<file path="src/hw/rtl/rgbblit_pkg.sv">
// Shared widths, codes and interface types of the RGB frame blit engine.
`timescale 1ns / 1ps
package rgbblit_pkg;

  localparam int REQ_W   = 3;
  localparam int POS_W   = 12;
  localparam int RW_W    = 11;
  localparam int RH_W    = 10;
  localparam int PIX_W   = 24;
  localparam int ST_W    = 2;
  localparam int CW      = POS_W + 1;
  localparam int CFG_IDX_W  = 1;
  localparam int CFG_DATA_W = RW_W;

  localparam int MAX_WIDTH_DEF  = 1024;
  localparam int MAX_HEIGHT_DEF = 512;

  localparam logic [RW_W-1:0] FRAME_WIDTH_RST  = RW_W'(640);
  localparam logic [RH_W-1:0] FRAME_HEIGHT_RST = RH_W'(480);

  localparam logic [CFG_IDX_W-1:0] CFG_FRAME_WIDTH  = CFG_IDX_W'(0);
  localparam logic [CFG_IDX_W-1:0] CFG_FRAME_HEIGHT = CFG_IDX_W'(1);

  typedef enum logic [REQ_W-1:0] {
    REQ_WRITE     = 3'd0,
    REQ_READ      = 3'd1,
    REQ_COPY      = 3'd2,
    REQ_SWAP      = 3'd3,
    REQ_MIRROR_TB = 3'd4,
    REQ_MIRROR_LR = 3'd5
  } req_e;

  typedef enum logic [ST_W-1:0] {
    ST_OK     = 2'd0,
    ST_RANGE  = 2'd1,
    ST_HALTED = 2'd2
  } st_e;

  typedef enum logic [1:0] {
    WSEL_PIX    = 2'd0,
    WSEL_A_TO_B = 2'd1,
    WSEL_B_TO_A = 2'd2
  } wsel_e;

  typedef struct packed {
    logic  latch;
    logic  calc;
    logic  rd;
    logic  wr;
    wsel_e wsel;
    logic  advance;
    logic  load_out;
    st_e   out_status;
    logic  out_pix;
  } cmd_t;

  typedef struct packed {
    logic empty;
    logic last;
    logic ok_a;
    logic ok_b;
  } sts_t;

endpackage

</file>
<file path="src/hw/rtl/rgbblit_ctrl.sv">
// Controller: command sequencing, halt flag and result handshake.
`timescale 1ns / 1ps
module rgbblit_ctrl (
  input  logic                         clk_i,
  input  logic                         rst_ni,
  input  logic                         in_valid_i,
  input  logic [rgbblit_pkg::REQ_W-1:0] req_type_i,
  output logic                         in_ready_o,
  input  logic                         out_ready_i,
  output logic                         out_valid_o,
  input  rgbblit_pkg::sts_t             sts_i,
  output rgbblit_pkg::cmd_t             cmd_o
);
  import rgbblit_pkg::*;

  typedef enum logic [2:0] {
    S_IDLE,
    S_START,
    S_CALC,
    S_CHECK,
    S_WR_B,
    S_WR_A,
    S_RESULT
  } state_e;

  state_e state_q;
  req_e   req_q;
  st_e    status_q;
  logic   halted_q;
  logic   out_valid_q;
  logic   accept;
  logic   out_free;
  logic   pix_op;

  assign accept   = in_valid_i && (state_q == S_IDLE);
  assign out_free = !out_valid_q || out_ready_i;
  assign pix_op   = (req_q == REQ_WRITE) || (req_q == REQ_READ);

  assign in_ready_o  = (state_q == S_IDLE);
  assign out_valid_o = out_valid_q;

  always_comb begin
    cmd_o            = '0;
    cmd_o.wsel       = WSEL_PIX;
    cmd_o.out_status = status_q;
    cmd_o.latch      = accept;
    case (state_q)
      S_CALC: cmd_o.calc = 1'b1;
      S_CHECK: begin
        if (pix_op) begin
          cmd_o.wr = sts_i.ok_a && (req_q == REQ_WRITE);
          cmd_o.rd = sts_i.ok_a && (req_q == REQ_READ);
        end else begin
          cmd_o.rd = sts_i.ok_a && sts_i.ok_b;
        end
      end
      S_WR_B: begin
        cmd_o.wr      = 1'b1;
        cmd_o.wsel    = WSEL_A_TO_B;
        cmd_o.advance = (req_q == REQ_COPY) && !sts_i.last;
      end
      S_WR_A: begin
        cmd_o.wr      = 1'b1;
        cmd_o.wsel    = WSEL_B_TO_A;
        cmd_o.advance = !sts_i.last;
      end
      S_RESULT: begin
        cmd_o.load_out = out_free;
        cmd_o.out_pix  = (req_q == REQ_READ) && (status_q == ST_OK);
      end
      default: ;
    endcase
  end

  always_ff @(posedge clk_i or negedge rst_ni) begin
    if (!rst_ni) begin
      state_q     <= S_IDLE;
      req_q       <= REQ_WRITE;
      status_q    <= ST_OK;
      halted_q    <= 1'b0;
      out_valid_q <= 1'b0;
    end else begin
      if (cmd_o.load_out) begin
        out_valid_q <= 1'b1;
      end else if (out_ready_i) begin
        out_valid_q <= 1'b0;
      end
      case (state_q)
        S_IDLE: begin
          if (accept) begin
            req_q <= req_e'(req_type_i);
            case (req_e'(req_type_i)) inside
              REQ_WRITE, REQ_READ: state_q <= S_CALC;
              [REQ_COPY:REQ_MIRROR_LR]: begin
                if (halted_q) begin
                  status_q <= ST_HALTED;
                  state_q  <= S_RESULT;
                end else begin
                  state_q <= S_START;
                end
              end
              default: begin
                status_q <= ST_RANGE;
                state_q  <= S_RESULT;
              end
            endcase
          end
        end
        S_START: begin
          if (sts_i.empty) begin
            status_q <= ST_OK;
            state_q  <= S_RESULT;
          end else begin
            state_q <= S_CALC;
          end
        end
        S_CALC: state_q <= S_CHECK;
        S_CHECK: begin
          if (pix_op) begin
            status_q <= sts_i.ok_a ? ST_OK : ST_RANGE;
            state_q  <= S_RESULT;
          end else if (!(sts_i.ok_a && sts_i.ok_b)) begin
            // First pixel out of range: stop and latch the halt.
            halted_q <= 1'b1;
            status_q <= ST_RANGE;
            state_q  <= S_RESULT;
          end else begin
            state_q <= S_WR_B;
          end
        end
        S_WR_B: begin
          if (req_q != REQ_COPY) begin
            state_q <= S_WR_A;
          end else if (sts_i.last) begin
            status_q <= ST_OK;
            state_q  <= S_RESULT;
          end else begin
            state_q <= S_CALC;
          end
        end
        S_WR_A: begin
          if (sts_i.last) begin
            status_q <= ST_OK;
            state_q  <= S_RESULT;
          end else begin
            state_q <= S_CALC;
          end
        end
        S_RESULT: begin
          if (out_free) begin
            state_q <= S_IDLE;
          end
        end
        default: state_q <= S_IDLE;
      endcase
    end
  end

endmodule

</file>
<file path="config.mk">
export PLATFORM = sky130hd
export DESIGN_NAME = rgbblit_ctrl
export DESIGN_NICKNAME = d
export VERILOG_FILES = /design/src/hw/rtl/rgbblit_pkg.sv /design/src/hw/rtl/rgbblit_ctrl.sv
export SDC_FILE = /design/constraint.sdc
export NUM_CORES = 1
export LEC_CHECK = 0
export BUFFER_PORTS_ARGS = -buffer_cell sky130_fd_sc_hd__buf_2
export CAP_MARGIN = 5
export CORE_MARGIN = 3
export CORE_UTILIZATION = 47
export CTS_CLUSTER_SIZE = 24
export DETAILED_ROUTE_END_ITERATION = 8
export PLACE_DENSITY = 0.76
export SKIP_LAST_GASP = 1
export SLEW_MARGIN = 20
export SYNTH_ARGS = -nofsm -noshare
export SYNTH_HDL_FRONTEND = slang
export SYNTH_SLANG_ARGS = --single-unit
</file>
<file path="constraint.sdc">
create_clock -name clk_i -period 1.9 [get_ports clk_i]
set_input_delay 0.285 -clock clk_i [delete_from_list [all_inputs] [get_ports clk_i]]
set_output_delay 0.285 -clock clk_i [all_outputs]
set_load 0.005 [all_outputs]
</file>
==> summary.txt, run 1 <==
Placement
  • Dpl cell area: 814.5 µm²
  • GP Congestion: 0.8283
  • Setup WS pre-CTS: 0.2287 ns
  • Detailed Place HPWL: 1296 µm
  • Port Buf Inserts: 23

Detailed routing
  • DRT Pass-1 Iters: 4
  • Antenna viol nets, final: 0
  • Detailed Route WL: 1660 µm
  • Via Count: 678
  • WL/cell: 14.19 µm
  • DRC: 0
  • Initial drt markers: 17
  • Vias per std cell: 5.795

Timing
  • Setup Skew: 0.009217 ns
  • Final min period: 1.789 ns
  • Final Hold Vio Count: 0
  • Max-slew violation count: 0
  • Final Setup Violations: 0
  • Crit share post-route: 94.14%
  • Worst-Margin Slew: 0.3598 ns
  • Setup TNS: 0 ns
  • Slew margin rel.: 76.01%
  • RSZ-0062 raised after global routing: yes
  • Max frequency: 559.1 MHz
  • Min Hold Slack: 0.2290 ns
  • Final worst setup slack: 0.1113 ns

Cells and area
  • # diodes: 0
  • Multi-input gate area: 404.1 µm²
  • Fraction of layout cells with a size suffix above 1: 38.24%
  • Area delta synth->final: 23.87%
  • Reg area: 252.7 µm²
  • Final Cell Area: 857.1 µm²
  • Most frequent cells in the layout: buf_2, nor2_1, dfrtp_1
  • Layout filler cell count: 120
  • Most common cell after layout, fill and taps aside: buf_2
  • Total Nets Final: 115

Clock network
  • Root Buffer: clkbuf_4
  • Postcts setup bufs: 0
  • Max clock buf depth: 2
  • Clk pin slew, worst setup/hold paths: 0.07 ns
  • CTS buffer count: 3
  • Worst-Skew Late Latency: 0.26 ns
  • CTS Sinks: 10
  • CTS tree: built
  • H-tree depth: 1

Die
  • Die width: 44.37 µm
  • Die area: 0.001969 mm²
  • Ports: 24
  • Initial cell density of the core: 51.88%
  • Cell Rows: 13
  • Core Box Area: 0.001334 mm²
  • DIE HEIGHT: 44.37 µm

Global routing
  • Global-route wire length before repair: 2739 µm
  • Antenna violations before repair: 0
  • Total GRT Usage: 19.14%
  • Grt total ovfl: 0
  • Largest net degree at the start of global routing: 16
  • Vias in the first global route: 639

Critical path
  • Crit path cell chain: nor2_2 > nand2_1 > inv_1 > and2_1 > buf_2
  • Crit. End Element: output pin
  • Critical Path Max Stage Delay: 0.51 ns
  • Critical path's top delay family: flip-flops
  • WP data arrival: 1.50 ns
  • Critical path startpoint category: register
  • Critical path's slowest cell: dfrtp_2
  • CP Data Required Time: 1.62 ns
  • CP Class: register to output pin
  • Worst-path fanout max: 15
  • Critical path buffer and inverter count: 2

Logic synthesis
  • Mean Syn Cell Area: 8.871 µm²
  • EDFF count, synth: 0
  • Syn Inst Count: 78
  • Prevailing post-synth register cell: dfrtp_1
  • Synth cell types: 39
  • Mapped Area: 691.9 µm²
  • Synth warn: 0
  • Synth Register Bits: 10
  • Net Count, Synth: 89
  • Register area share after synthesis: 36.17%
  • Post-synth ARST share: 100.0%

Power and ir drop
  • Power per cell area: 1592 mW/mm²
  • VDD IR max: 0.0008659 V
  • Static leakage: 0.4148 nW

Outcome
  • Outcome: complete, no violations

Run
  • Max-Cap Viols: 0

Worst hold path
  • Hold Crit Class: input port to register
## registers in the layout, summed over array words and instances (netlist names)
| signal | cells |
|---|---|
| state_q | 3 |
| status_q | 2 |
| out_valid_o | 1 |
| req_q | 3 |
| halted_q | 1 |
## power by group
| group | internal, mW | switching [mW] | leakage, nW |
|---|---|---|---|
| registers | 0.322 | 0.186 | 0.117 |
| clock network | 0.0728 | 0.0659 | 0.0138 |
| logic | 0.385 | 0.333 | 0.284 |
| total | 0.779 | 0.585 | 0.415 |
## Yosys cell counts, types with 3 or more instances
| master | number | area share (%) |
|---|---|---|
| nand2_1 | 5 | 2.7 |
| nand3_1 | 3 | 2.2 |
| mux2_2 | 3 | 4.9 |
| nor2_1 | 9 | 4.9 |
| o21ai_0 | 5 | 3.6 |
| dfrtp_1 | 10 | 36 |
| inv_1 | 5 | 2.7 |
## per-stage QoR
stage	std cells	power, mW	utilization, %
after global placement	113	1.188	61.07
after global routing	117	1.493	64.26
final	117	1.365	64.26
after floorplan	78	0.9847	-
after CTS	117	1.355	63.51
after detailed placement	113	1.205	61.07
## metal layers
metal | part of all wire, % | track usage, %
met5 | 0 | 0
met4 | 1.0 | 9.639
met3 | 9.5 | 7.724
met2 | 50 | 30.81
met1 | 40 | 21.77
## layout make-up
| type | instances | share of cell area (%) |
|---|---|---|
| Timing Repair Buffer | 26 | 16.35 |
| Tap cell | 15 | 2.190 |
| Inverter | 5 | 2.190 |
| Clock buffer | 3 | 2.628 |
| Multi-Input combinational cell | 58 | 47.15 |
| Sequential cell | 10 | 29.49 |
## worst reg2reg max path, delay by kind of cell, from the launching register on
family	cells	cell delay [ns]
and+or+nand+nor	1	0.44
DFF	1	0.50
AOI/OAI and AO/OA	2	0.30
muxes	1	0.31
## what timing repair did
item	CTS	global route
hold buffers	1	0
hold endpoints to repair	10	0
gates resized for setup	0	4
setup endpoints to repair	0	4
## kinds of logic after synthesis
logic type               count (synthesis)  synth area share (%)
flip-flops                              10                 36.17
XOR/XNOR                                 2                 2.532
buffers and inverters                   10                 6.509
AND/OR/NAND/NOR                         28                 20.62
adder cells (fa/ha/maj)                  1                 1.447
multiplexers                             5                 9.222
AO/OA/AOI/OAI                           22                 23.51
## worst paths after layout
path	depth (start not counted)	start	end	slack, ns
max	5	state_q[1]	cmd_o[10]	0.11
min	2	out_ready_i	out_valid_o	0.23
max reg2reg	4	state_q[2]	status_q[0]	0.24
min reg2reg	1	halted_q	halted_q	0.53
max in group asynchronous	2	rst_ni	state_q[0]	1.29
min in group asynchronous	2	rst_ni	status_q[1]	0.41
Note: power is estimated with default switching activity, not from simulation.
==> run 2: changes to the inputs <==
--- a/config.mk
+++ b/config.mk
@@ -5,7 +5,7 @@
 export SDC_FILE = /design/constraint.sdc
 export NUM_CORES = 1
 export LEC_CHECK = 0
-export BUFFER_PORTS_ARGS = -buffer_cell sky130_fd_sc_hd__buf_2
+export BUFFER_PORTS_ARGS = -buffer_cell sky130_fd_sc_hd__buf_4
 export CAP_MARGIN = 5
 export CORE_MARGIN = 3
 export CORE_UTILIZATION = 47
==> run 2 against run 1 <==
Net effect: largest cell class unchanged; worst setup slack lost 0.049 ns; fmax shrank 2.7%; via count grew 1.2%; combinational power grew 12%; sequential power grew 2%; routed wire length grew 9.5%.
==> summary.txt, run 2 (synthesis results as in run 1) <==
Detailed routing
  • Vias per std cell: 5.814 (+0.32%)
  • DRC: 0 (unchanged)
  • Antenna viol nets, final: 0 (unchanged)
  • Initial drt markers: 27 (+10)
  • Detailed Route WL: 1818 µm (+9.5%)
  • WL/cell: 15.41 µm (+8.6%)
  • Via Count: 686 (+1.2%)
  • DRT Pass-1 Iters: 4 (unchanged)

Power and ir drop
  • Cell internal pwr: 0.8496 mW (+9.0%)
  • Clock share of power: 9.7% (-0.5 points)
  • Power per cell area: 1585 mW/mm² (-0.45%)
  • Static leakage: 0.4295 nW (+3.6%)
  • Psw: 0.6142 mW (+4.9%)
  • Logic gate share of total power: 54.8% (+2.2 points)
  • Switching share of power: 41.96% (-0.94 points)
  • Reg power frac: 35.4% (-1.8 points)
  • VDD IR max: 0.0008314 V (-4.0%)

Timing
  • Worst-Margin Slew: 0.3197 ns (-0.04012 ns)
  • Final min period: 1.838 ns (+0.04883 ns)
  • Min Hold Slack: 0.2147 ns (-0.01426 ns)
  • RSZ-0062 raised after global routing: yes
  • Setup Skew: 0.0004654 ns (-0.008751 ns)
  • Crit share post-route: 96.71% (+2.6 points)
  • Final Hold Vio Count: 0 (unchanged)
  • Max frequency: 544.2 MHz (-2.7%)
  • Max-slew violation count: 0 (unchanged)
  • Final Setup Violations: 0 (unchanged)
  • Slew margin rel.: 78.53% (+2.5 points)

Clock network
  • Max clock buf depth: 2 (unchanged)
  • H-tree depth: 1 (unchanged)
  • Worst-Skew Late Latency: 0.26 ns (about the same)
  • CTS buffer count: 3 (unchanged)
  • CTS Sinks: 10 (unchanged)
  • CTS tree: built
  • Clk pin slew, worst setup/hold paths: 0.06 ns (about the same)
  • Root Buffer: clkbuf_4

Global routing
  • Global-route wire length before repair: 2918 µm (+6.5%)
  • Total GRT Usage: 20.37% (+1.2 points)
  • Antenna violations before repair: 0 (unchanged)
  • Grt total ovfl: 0 (unchanged)
  • Vias in the first global route: 631 (-1.3%)
  • Largest net degree at the start of global routing: 16 (unchanged)

Critical path
  • Critical path's top delay family: simple AND/OR/NAND/NOR gates
  • Critical path buffer and inverter count: 2 (unchanged)
  • Critical Path Max Stage Delay: 0.50 ns (about the same)
  • CP Data Required Time: 1.62 ns (about the same)
  • Critical path's slowest cell: dfrtp_2
  • Critical path startpoint category: register
  • Worst-path fanout max: 15 (unchanged)
  • CP Class: register to output pin
  • Flop2flop setup slack: 0.27 ns (+0.03 ns)
  • Crit. End Element: output pin
  • Crit path cell chain: nor2_2 > nand2_1 > inv_1 > and2_1 > buf_4
  • WP data arrival: 1.55 ns (+0.05 ns)

Run
  • Max-Cap Viols: 0 (unchanged)

Cells and area
  • # diodes: 0 (unchanged)
  • Fin cells: 118 (+0.85%)
  • Final Cell Area: 923.4 µm² (+7.7%)
  • Area delta synth->final: 33.45%
  • Core Util, Final: 69.23% (+5.0 points)
  • Most common cell after layout, fill and taps aside: buf_4
  • Largest regs: req_q x3, state_q x3, status_q x2
  • Most frequent cells in the layout: buf_4, nor2_1, dfrtp_1
  • Total Nets Final: 116 (+0.87%)
  • Fraction of layout cells with a size suffix above 1: 39.81% (+1.6 points)
  • Layout filler cell count: 113 (-5.8%)

Die
  • Die width: 44.37 µm (unchanged)
  • Core Box Area: 0.001334 mm² (unchanged)
  • DIE HEIGHT: 44.37 µm (unchanged)
  • Initial cell density of the core: 51.88% (unchanged)
  • Ports: 24 (unchanged)
  • Die area: 0.001969 mm² (unchanged)
  • Cell Rows: 13 (unchanged)

Placement
  • Dpl cell area: 872.1 µm² (+7.1%)
  • Port Buf Inserts: 23 (unchanged)
  • Detailed Place HPWL: 1315 µm (+1.5%)
  • Cells after DPL: 113 (unchanged)
  • GP Congestion: 0.8495 (+2.6%)

Worst hold path
  • Hold Crit Class: input port to register

Outcome
  • Outcome: complete, no violations
## run 2: power by group through the flow
stage | Combinational, mW | Clock [mW] | Sequential, mW
floorplan | 0.577 | 0 | 0.408
global placement | 0.759 | 0 | 0.492
detailed placement | 0.761 | 0 | 0.503
CTS | 0.771 | 0.149 | 0.497
global route | 0.883 | 0.159 | 0.535
finish | 0.803 | 0.142 | 0.519
## run 2: layer usage
metal / vias up / wire length (µm) / GRT usage (%) / share of wire [%]
li1: 334 / - / - / -
met1: 314 / 770 / 26.20 / 42
met2: 34 / 876 / 32.85 / 48
met3: 4 / 153 / 4.065 / 8.4
met4: 0 / 17 / 9.036 / 0.94
met5: - / 0 / 0 / 0
## run 2: final cells by class
type | instances | area (µm²) | share of cell area [%]
timing repair buffer | 27 | 205.2 | 22.22
inverter | 5 | 18.77 | 2.033
multi-input combinational | 58 | 404.1 | 43.77
tap | 15 | 18.77 | 2.033
clock buffer | 3 | 22.52 | 2.439
sequential | 10 | 254.0 | 27.51
## run 2: path summary, 6_finish.rpt
check / start / endpoint / depth (start not counted)
worst max register to register: state_q[2] / status_q[0] / 4
min in group asynchronous: rst_ni / status_q[0] / 2
worst min register to register: halted_q / halted_q / 1
max in group asynchronous: rst_ni / state_q[2] / 2
worst max-delay path: state_q[1] / cmd_o[10] / 5
worst min-delay path: out_ready_i / out_valid_o / 2
## run 2: metrics by stage
stage | worst slack [ns] | power (mW) | TNS [ns]
after global routing | -0.04042 | 1.577 | -0.06654
after detailed placement | 0.2221 | 1.264 | 0
after CTS | 0.02202 | 1.417 | 0
after global placement | 0.2615 | 1.251 | 0
final | 0.06245 | 1.464 | 0
after floorplan | 0.3969 | 0.9847 | 0
## run 2: timing repair
item                                    4_1_cts  5_1_grt
endpoints found under the setup margin        1        3
hold buffers                                  1        0
buffers inserted                              0        1
hold endpoints to repair                     10        0
gates resized for setup                       1        4
